[src/hw/rtl/qds_pkg.sv]
// qds_pkg: shared types, constants and the direction table for the
// quadrature detent selector. No dependencies; imported by every rtl file.

package qds_pkg;

  // field widths
  localparam int OPTION_W = 8;
  localparam int COUNT_W  = 11;
  localparam int QSTEP_W  = 12;
  localparam int PICK_W   = 10;
  localparam int CFG_IDX_W = 8;
  localparam int CFG_DATA_W = 8;

  // configuration register indexes
  localparam logic [CFG_IDX_W-1:0] CFG_OPTION_MIN = 8'd0;
  localparam logic [CFG_IDX_W-1:0] CFG_OPTION_MAX = 8'd1;

  // configuration reset values
  localparam logic [OPTION_W-1:0] OPTION_MIN_RST = 8'd0;
  localparam logic [OPTION_W-1:0] OPTION_MAX_RST = 8'd3;

  // previous/current phase pairs that count upwards
  localparam logic [3:0] PAIR_UP_3_TO_1 = 4'hD;
  localparam logic [3:0] PAIR_UP_1_TO_0 = 4'h4;
  localparam logic [3:0] PAIR_UP_0_TO_2 = 4'h2;
  localparam logic [3:0] PAIR_UP_2_TO_3 = 4'hB;

  typedef logic [1:0]                 phase_t;
  typedef logic [OPTION_W-1:0]        option_t;
  typedef logic signed [COUNT_W-1:0]  count_t;
  typedef logic signed [QSTEP_W-1:0]  qstep_t;
  typedef logic signed [PICK_W-1:0]   pick_t;

  typedef struct packed {
    phase_t  prev_phase;
    count_t  step_count;
    option_t current_option;
  } qds_state_t;

  typedef struct packed {
    option_t option_min;
    option_t option_max;
  } qds_cfg_t;

  typedef struct packed {
    option_t selected_option;
    logic    option_changed;
    qstep_t  quarter_steps;
  } qds_result_t;

  // 1 when the transition prev -> now is a forward quarter step
  function automatic logic step_is_up(phase_t prev, phase_t now);
    logic up;
    unique case ({prev, now})
      PAIR_UP_3_TO_1,
      PAIR_UP_1_TO_0,
      PAIR_UP_0_TO_2,
      PAIR_UP_2_TO_3: up = 1'b1;
      default:        up = 1'b0;
    endcase
    return up;
  endfunction

endpackage

[src/hw/rtl/qds_if.sv]
// qds_if: valid/ready channel interfaces for the quadrature detent selector
// (sample input, result output, configuration write). Depends on qds_pkg.

interface qds_in_if
  import qds_pkg::*;
();
  logic valid;
  logic ready;
  logic phase_a;
  logic phase_b;

  modport source (output valid, output phase_a, output phase_b, input ready);
  modport sink   (input valid, input phase_a, input phase_b, output ready);
endinterface

interface qds_out_if
  import qds_pkg::*;
();
  logic    valid;
  logic    ready;
  option_t selected_option;
  logic    option_changed;
  qstep_t  quarter_steps;

  modport source (output valid, output selected_option, output option_changed,
                  output quarter_steps, input ready);
  modport sink   (input valid, input selected_option, input option_changed,
                  input quarter_steps, output ready);
endinterface

interface qds_cfg_if
  import qds_pkg::*;
();
  logic                  valid;
  logic                  ready;
  logic [CFG_IDX_W-1:0]  index;
  logic [CFG_DATA_W-1:0] data;

  modport source (output valid, output index, output data, input ready);
  modport sink   (input valid, input index, input data, output ready);
endinterface

[src/hw/rtl/qds_cfg_regs.sv]
// qds_cfg_regs: option_min / option_max configuration registers.
// Depends on qds_pkg and qds_cfg_if.

module qds_cfg_regs
  import qds_pkg::*;
(
  input  logic      clk,
  input  logic      rst_n,
  qds_cfg_if.sink   cfg_ch,
  output qds_cfg_t  cfg
);

  option_t option_min_r;
  option_t option_max_r;

  // always ready, writes take effect at the handshake
  assign cfg_ch.ready = 1'b1;

  // register writes, unknown indexes ignored
  always_ff @(posedge clk) begin
    if (!rst_n) begin
      option_min_r <= OPTION_MIN_RST;
      option_max_r <= OPTION_MAX_RST;
    end else if (cfg_ch.valid) begin
      if (cfg_ch.index == CFG_OPTION_MIN) begin
        option_min_r <= cfg_ch.data;
      end
      if (cfg_ch.index == CFG_OPTION_MAX) begin
        option_max_r <= cfg_ch.data;
      end
    end
  end

  assign cfg.option_min = option_min_r;
  assign cfg.option_max = option_max_r;

endmodule

[src/hw/rtl/qds_step.sv]
// qds_step: combinational decode of one sample against the held state:
// quarter-step counting, option selection and wrap. Depends on qds_pkg.

module qds_step
  import qds_pkg::*;
(
  input  qds_state_t  state,
  input  qds_cfg_t    cfg,
  input  phase_t      now,
  output qds_state_t  state_nxt,
  output qds_result_t result
);

  logic   moved;
  qstep_t count_ext;
  qstep_t count_step;
  qstep_t count_fin;
  pick_t  pick;
  pick_t  cur_ext;
  pick_t  min_ext;
  pick_t  max_ext;
  pick_t  opt_a;
  pick_t  opt_fin;
  logic   changed;

  // single-step transition only: not idle and not both bits flipped
  assign moved = (now != state.prev_phase) && (now != ~state.prev_phase);

  assign count_ext  = qstep_t'(state.step_count);
  assign count_step = step_is_up(state.prev_phase, now) ? count_ext + qstep_t'(1)
                                                        : count_ext - qstep_t'(1);
  assign pick    = count_step[QSTEP_W-1:2];
  assign cur_ext = pick_t'({2'b00, state.current_option});
  assign min_ext = pick_t'({2'b00, cfg.option_min});
  assign max_ext = pick_t'({2'b00, cfg.option_max});

  // detent selection with downward then upward wrap
  always_comb begin
    count_fin = count_ext;
    opt_fin   = cur_ext;
    opt_a     = cur_ext;
    changed   = 1'b0;
    if (moved) begin
      count_fin = count_step;
      if ((count_step[1:0] == 2'b00) && (pick != cur_ext)) begin
        changed = 1'b1;
        opt_a   = pick;
        if (pick < min_ext) begin
          opt_a     = max_ext;
          count_fin = qstep_t'({2'b00, cfg.option_max, 2'b00});
        end
        opt_fin = opt_a;
        if (opt_a > max_ext) begin
          opt_fin   = min_ext;
          count_fin = qstep_t'({2'b00, cfg.option_min, 2'b00});
        end
      end
    end
  end

  assign state_nxt.prev_phase     = moved ? now : state.prev_phase;
  assign state_nxt.step_count     = count_fin[COUNT_W-1:0];
  assign state_nxt.current_option = opt_fin[OPTION_W-1:0];

  assign result.selected_option = opt_fin[OPTION_W-1:0];
  assign result.option_changed  = changed;
  assign result.quarter_steps   = count_fin;

endmodule

[src/hw/rtl/quadrature_detent_selector.sv]
// quadrature_detent_selector: top level, x4 quadrature decoder driving a
// wrapping option selector. Depends on qds_pkg, qds_if, qds_cfg_regs, qds_step.
//
//   channel  dir  payload                                         handshake
//   in_ch    in   phase_a, phase_b                                valid/ready
//   out_ch   out  selected_option, option_changed, quarter_steps  valid/ready
//   cfg_ch   in   index (0 option_min, 1 option_max), data        valid/ready
//
// One sample per cycle sustained while out_ch is ready; from input transaction
// to result: sample register, then decode into the result register.
// The decoder state is updated as the sample moves into the result register.
// rst_n is synchronous: clears decoder state, bound registers, and both stage valids.
// A stalled result holds; the sample stage still takes a new transaction
// in the cycle the result is taken. cfg_ch is always ready.

module quadrature_detent_selector
  import qds_pkg::*;
(
  input  logic      clk,
  input  logic      rst_n,
  qds_in_if.sink    in_ch,
  qds_out_if.source out_ch,
  qds_cfg_if.sink   cfg_ch
);

  logic        in_vld_r;
  phase_t      sample_r;
  logic        out_vld_r;
  qds_result_t result_r;
  qds_state_t  state_r;
  qds_state_t  state_nxt;
  qds_result_t result_nxt;
  qds_cfg_t    cfg;
  logic        advance;

  qds_cfg_regs u_cfg (
    .clk    (clk),
    .rst_n  (rst_n),
    .cfg_ch (cfg_ch),
    .cfg    (cfg)
  );

  qds_step u_step (
    .state     (state_r),
    .cfg       (cfg),
    .now       (sample_r),
    .state_nxt (state_nxt),
    .result    (result_nxt)
  );

  // sample moves on when the result register is free or being emptied
  assign advance     = in_vld_r && (!out_vld_r || out_ch.ready);
  assign in_ch.ready = !in_vld_r || advance;

  // sample register
  always_ff @(posedge clk) begin
    if (!rst_n) begin
      in_vld_r <= 1'b0;
    end else if (in_ch.ready) begin
      in_vld_r <= in_ch.valid;
    end
  end

  always_ff @(posedge clk) begin
    if (in_ch.valid && in_ch.ready) begin
      sample_r <= {in_ch.phase_a, in_ch.phase_b};
    end
  end

  // decoder state
  always_ff @(posedge clk) begin
    if (!rst_n) begin
      state_r <= '0;
    end else if (advance) begin
      state_r <= state_nxt;
    end
  end

  // result register
  always_ff @(posedge clk) begin
    if (!rst_n) begin
      out_vld_r <= 1'b0;
    end else if (advance) begin
      out_vld_r <= 1'b1;
    end else if (out_ch.ready) begin
      out_vld_r <= 1'b0;
    end
  end

  always_ff @(posedge clk) begin
    if (advance) begin
      result_r <= result_nxt;
    end
  end

  assign out_ch.valid           = out_vld_r;
  assign out_ch.selected_option = result_r.selected_option;
  assign out_ch.option_changed  = result_r.option_changed;
  assign out_ch.quarter_steps   = result_r.quarter_steps;

endmodule

[src/flat_wrapper.sv]
// flat-port wrapper written by rule: the top's interface ports become plain ports
module quadrature_detent_selector_flat import qds_pkg::*;
  (clk, rst_n, in_ch_valid, in_ch_phase_a, in_ch_phase_b, in_ch_ready, out_ch_valid, out_ch_selected_option, out_ch_option_changed, out_ch_quarter_steps, out_ch_ready, cfg_ch_valid, cfg_ch_index, cfg_ch_data, cfg_ch_ready);
  qds_in_if in_ch_i ();
  qds_out_if out_ch_i ();
  qds_cfg_if cfg_ch_i ();
  input  logic clk;
  input  logic rst_n;
  input wire logic [$bits(in_ch_i.valid)-1:0] in_ch_valid;
  input wire logic [$bits(in_ch_i.phase_a)-1:0] in_ch_phase_a;
  input wire logic [$bits(in_ch_i.phase_b)-1:0] in_ch_phase_b;
  output wire logic [$bits(in_ch_i.ready)-1:0] in_ch_ready;
  output wire logic [$bits(out_ch_i.valid)-1:0] out_ch_valid;
  output wire logic [$bits(out_ch_i.selected_option)-1:0] out_ch_selected_option;
  output wire logic [$bits(out_ch_i.option_changed)-1:0] out_ch_option_changed;
  output wire logic [$bits(out_ch_i.quarter_steps)-1:0] out_ch_quarter_steps;
  input wire logic [$bits(out_ch_i.ready)-1:0] out_ch_ready;
  input wire logic [$bits(cfg_ch_i.valid)-1:0] cfg_ch_valid;
  input wire logic [$bits(cfg_ch_i.index)-1:0] cfg_ch_index;
  input wire logic [$bits(cfg_ch_i.data)-1:0] cfg_ch_data;
  output wire logic [$bits(cfg_ch_i.ready)-1:0] cfg_ch_ready;
  assign in_ch_i.valid = in_ch_valid;
  assign in_ch_i.phase_a = in_ch_phase_a;
  assign in_ch_i.phase_b = in_ch_phase_b;
  assign in_ch_ready = in_ch_i.ready;
  assign out_ch_valid = out_ch_i.valid;
  assign out_ch_selected_option = out_ch_i.selected_option;
  assign out_ch_option_changed = out_ch_i.option_changed;
  assign out_ch_quarter_steps = out_ch_i.quarter_steps;
  assign out_ch_i.ready = out_ch_ready;
  assign cfg_ch_i.valid = cfg_ch_valid;
  assign cfg_ch_i.index = cfg_ch_index;
  assign cfg_ch_i.data = cfg_ch_data;
  assign cfg_ch_ready = cfg_ch_i.ready;
  quadrature_detent_selector u_core (.clk(clk), .rst_n(rst_n), .in_ch(in_ch_i), .out_ch(out_ch_i), .cfg_ch(cfg_ch_i));
endmodule
[config.mk]
export PLATFORM = sky130hd
export DESIGN_NAME = quadrature_detent_selector_flat
export DESIGN_NICKNAME = d
export VERILOG_FILES = /design/src/hw/rtl/qds_pkg.sv /design/src/hw/rtl/qds_if.sv /design/src/hw/rtl/qds_cfg_regs.sv /design/src/hw/rtl/qds_step.sv /design/src/hw/rtl/quadrature_detent_selector.sv /design/src/flat_wrapper.sv
export SDC_FILE = /design/constraint.sdc
export NUM_CORES = 1
export LEC_CHECK = 0
export BUFFER_PORTS_ARGS = -buffer_cell sky130_fd_sc_hd__clkbuf_2
export CAP_MARGIN = 30
export CORE_UTILIZATION = 59
export CTS_CLUSTER_DIAMETER = 150
export DETAILED_ROUTE_END_ITERATION = 12
export PLACE_DENSITY = 0.79
export SLEW_MARGIN = 20
export SYNTH_ARGS = -nofsm -noshare
export SYNTH_HDL_FRONTEND = slang
export SYNTH_SLANG_ARGS = --single-unit
[constraint.sdc]
create_clock -name clk -period 7.83 [get_ports clk]
set_clock_uncertainty 0.1 [all_clocks]
set_input_delay 0.3915 -clock clk [delete_from_list [all_inputs] [get_ports clk]]
set_output_delay 0.3915 -clock clk [all_outputs]
set_load 0.05 [all_outputs]
==> impl_results.md <==
- Status: finished clean
- Unrepaired setup endpoints after global routing: false
- Post-cts gate resize count: 0
- Setup TNS: 0 ns
- Most frequent CP cell: ha_1
- Post-synthesis area per instance: 9.335 µm²
- Worst Hold Class: primary input to flop
- Layout Nets: between 500 and 600
- Leak Pwr: between 1.5 and 2 nW
- Largest area contributor in the netlist: dfxtp_1
- Core area: ~0.0064 mm²
- Yosys top cell area share: around a fifth
- Unique masters post-synth: 59
- Largest family of logic cells by synthesized area: simple AND/OR/NAND/NOR gates
- CTS sink count: between 60 and 70
- Crit-path max cell delay: 0.61 ns
- Max Cap Violations: 0
- Met1 Track Usage GR: roughly 36%
- Post-Route WL: between 9000 and 10000 µm
- CP Buf/Inv Count: 1
- Slew Limit Headroom: between 40 and 50%
- Sequential-to-total area share from yosys stat: roughly 37%
- H-tree depth: 3
- Mapped Area: 0.003930 mm²
- Final ANT Viol Nets: 0
- Slew Limit Fails: 0
- Number of port buffers: 45
- Post-Synth Simple-Gate Area: between 10% and 20%
- Crit path time final: a little over 7 ns
- GRT overflow: 0
- Worst VDD drop: around 0.00015 V
- Met3 usage: 5.242%
- CTS hold repair buffers: 0
- Commonest cells after routing, fill and taps aside: clkbuf_2, nand2_1, dfxtp_1
- Setup Crit Path Kind: flop to flop
- Die W: approximately 84 µm
- Mapped Cells: between 400 and 500
- Syn nets: between 400 and 500
- Slowest CP cell: o21ai_1
- Total GRT Usage: about 28%
- Remaining DRCs: 0
- Area delta synth->final: 11.84%
- Commonest non-fill, non-tap cell in the layout: clkbuf_2
- CP arrival: 7.07 ns
- Kind of cell adding the most delay to the critical path: compound AO/OA/AOI/OAI gates
- Global-route wire length before repair: about 15000 µm
- Vias in the first global route: 3154
- CP Launch Type: flop
- GR Layer Usage met2: about 44%
- Drt first pass iters: 4
- Pin count of the biggest net entering global routing: 49
- Io pins: 47
- Pwr dens: 251.9 mW/mm²
- Global route hottest layer: met2
- #FFs+latches synth: slightly above 60
- Number of vias in the routed layout: about 3.2k
- Synth Flop Type: dfxtp_1
- Initial Util: 61.54%
- Fillers: 500
- Wire per inst: roughly 17 µm
- Fmax: 141.8 MHz
- Clk slew on worst S/H paths: around 0.070 ns
- Reg2Reg Setup Slack: between 0.7 and 0.8 ns
- Initial antenna violation count: 0
- Total CTS buffers: 9
- EDFF count, synth: 23
- Worst Max-Slew Pin Slew: ~0.85 ns
- Root Driver: clkbuf_8
- Crit path cell chain: xnor2_1 -> and2_1 -> inv_1 -> ha_1 -> nand2_1 -> a211oi_1 -> nor2_1 -> xnor2_1 -> ha_1 -> a21oi_1 -> o21ai_0 -> a211oi_1 -> ha_1 -> mux2_2 -> ha_1 -> o21ai_0 -> a21oi_1 -> o41ai_1 -> a21oi_1 -> o21ai_1 -> mux2_2 -> mux2_2
- Async S/R FF share, synth: 0%
- Worst hold slack: between 0.1 and 0.15 ns
- 1st-iter DRT viols: 162
- Fin. Hold Viols: 0
- Post-synthesis compound-gate area fraction: about 15%
- Final worst-path cycle share: between 90% and 100%
- Row cnt: 29
- Top cells by area, synth: dfxtp_1, edfxtp_1, ha_1, mux2i_1, mux2_2
- Worst-Skew Late Latency: between 0.3 and 0.4 ns
- Crit end category: flop
- Die Area: 0.006991 mm²
- Data required time of the critical path: 7.84 ns
- CTS tree: yes
- Detailed placer's ending HPWL: approximately 6600 µm
- Synth Area in Adders: a little under a tenth
- Routed vias/inst: approximately 6.0
- Overall power: 0.001107 W
- Number of diodes: 0
- Clock buffer depth: 2
- Post-Synth XOR/XNOR Area: 3.661%
- Final Setup Violations: 0
- Die Y-Extent: around 84 µm
- Fraction of layout cells with a size suffix above 1: approximately 20%
- Final RePlAce weighted congestion: slightly above 0.9
- Crit Path Max Fanout: 13
- Synth Warn #: 0
- Post-CTS setup buffers: 0
- Post-synthesis mux area share: between 10% and 20%
==> per-stage QoR <==
step                instances  utilization [%]  cell area (µm²)  worst slack [ns]
global placement          526            65.56             4187             1.062
detailed placement        526            65.56             4187            0.8589
global route              542            68.83             4395            0.1226
finish                    542            68.83             4395            0.7765
floorplan                 421                -             3930             1.507
CTS                       542            68.83             4395            0.8591
==> layer usage <==
layer	part of all wire [%]	wire, µm
met2	47	4297
met1	43	3934
met4	3.7	337
met5	0	0
met3	5.8	526
==> cells in the mapped netlist, types with 2 or more instances <==
library cell	instances
a211oi_1	5
nor4_1	2
xnor2_1	4
ha_1	27
buf_2	2
clkbuf_1	15
nand2_2	2
a211o_1	2
xor2_1	8
dfxtp_1	39
nor2_1	24
and2_1	3
nand4_1	2
a21o_1	2
nor3b_1	2
a21oi_1	16
inv_1	25
o21a_1	5
a31oi_1	17
or2_2	3
nor3_1	3
mux2i_1	29
a21boi_0	2
o21ai_0	21
o2111ai_1	2
nand2b_1	12
o211ai_1	2
mux2_2	22
nor2b_1	20
or3_1	4
nand2_1	42
nand3_1	7
edfxtp_1	23
o21ai_1	2
==> flip-flops by register name, summed over array words and instances (netlist names) <==
register and cells:
u_core.in_vld_r 1, u_core.out_ch.option_changed 1, u_core.out_ch.quarter_steps 12, u_core.out_ch.selected_option 8, u_core.out_ch.valid 1, u_core.sample_r 2, u_core.state_r 21, u_core.u_cfg.option_max_r 8
u_core.u_cfg.option_min_r 8
==> cells by family (layout without fill, tap and decap cells) <==
family,count (synthesis),after routing
flops,62,62
compound gates,88,88
xor+xnor,14,14
fa+ha+maj,28,28
simple gates,132,132
mux,51,51
buf+inv,45,89
other cells,1,1
==> final timing paths <==
kind,cells past startpoint,from,to
worst min-delay path,1,in_ch_phase_a,u_core.sample_r[1]
worst min register to register,2,u_core.state_r[4],u_core.state_r[4]
worst max register to register,22,u_core.sample_r[0],u_core.out_ch.selected_option[3]
worst max-delay path,22,u_core.sample_r[0],u_core.out_ch.selected_option[3]
==> where the power goes <==
part           internal [W]  total [W]  switching [W]
combinational      0.000180   0.000450       0.000269
sequential         0.000352   0.000359     0.00000736
clock              0.000164   0.000298       0.000134
==> area by class of cell <==
class,instances,area [µm²],share of cell area (%)
Multi-Input combinational cell,314,2277,51.81
Inverter,25,93.84,2.135
Timing Repair Buffer,48,247.7,5.636
Tap cell,77,96.34,2.192
Sequential cell,62,1471,33.48
Clock buffer,11,151.4,3.444
Clock inverter,5,57.56,1.309
Note: power is estimated with default switching activity, not from simulation.
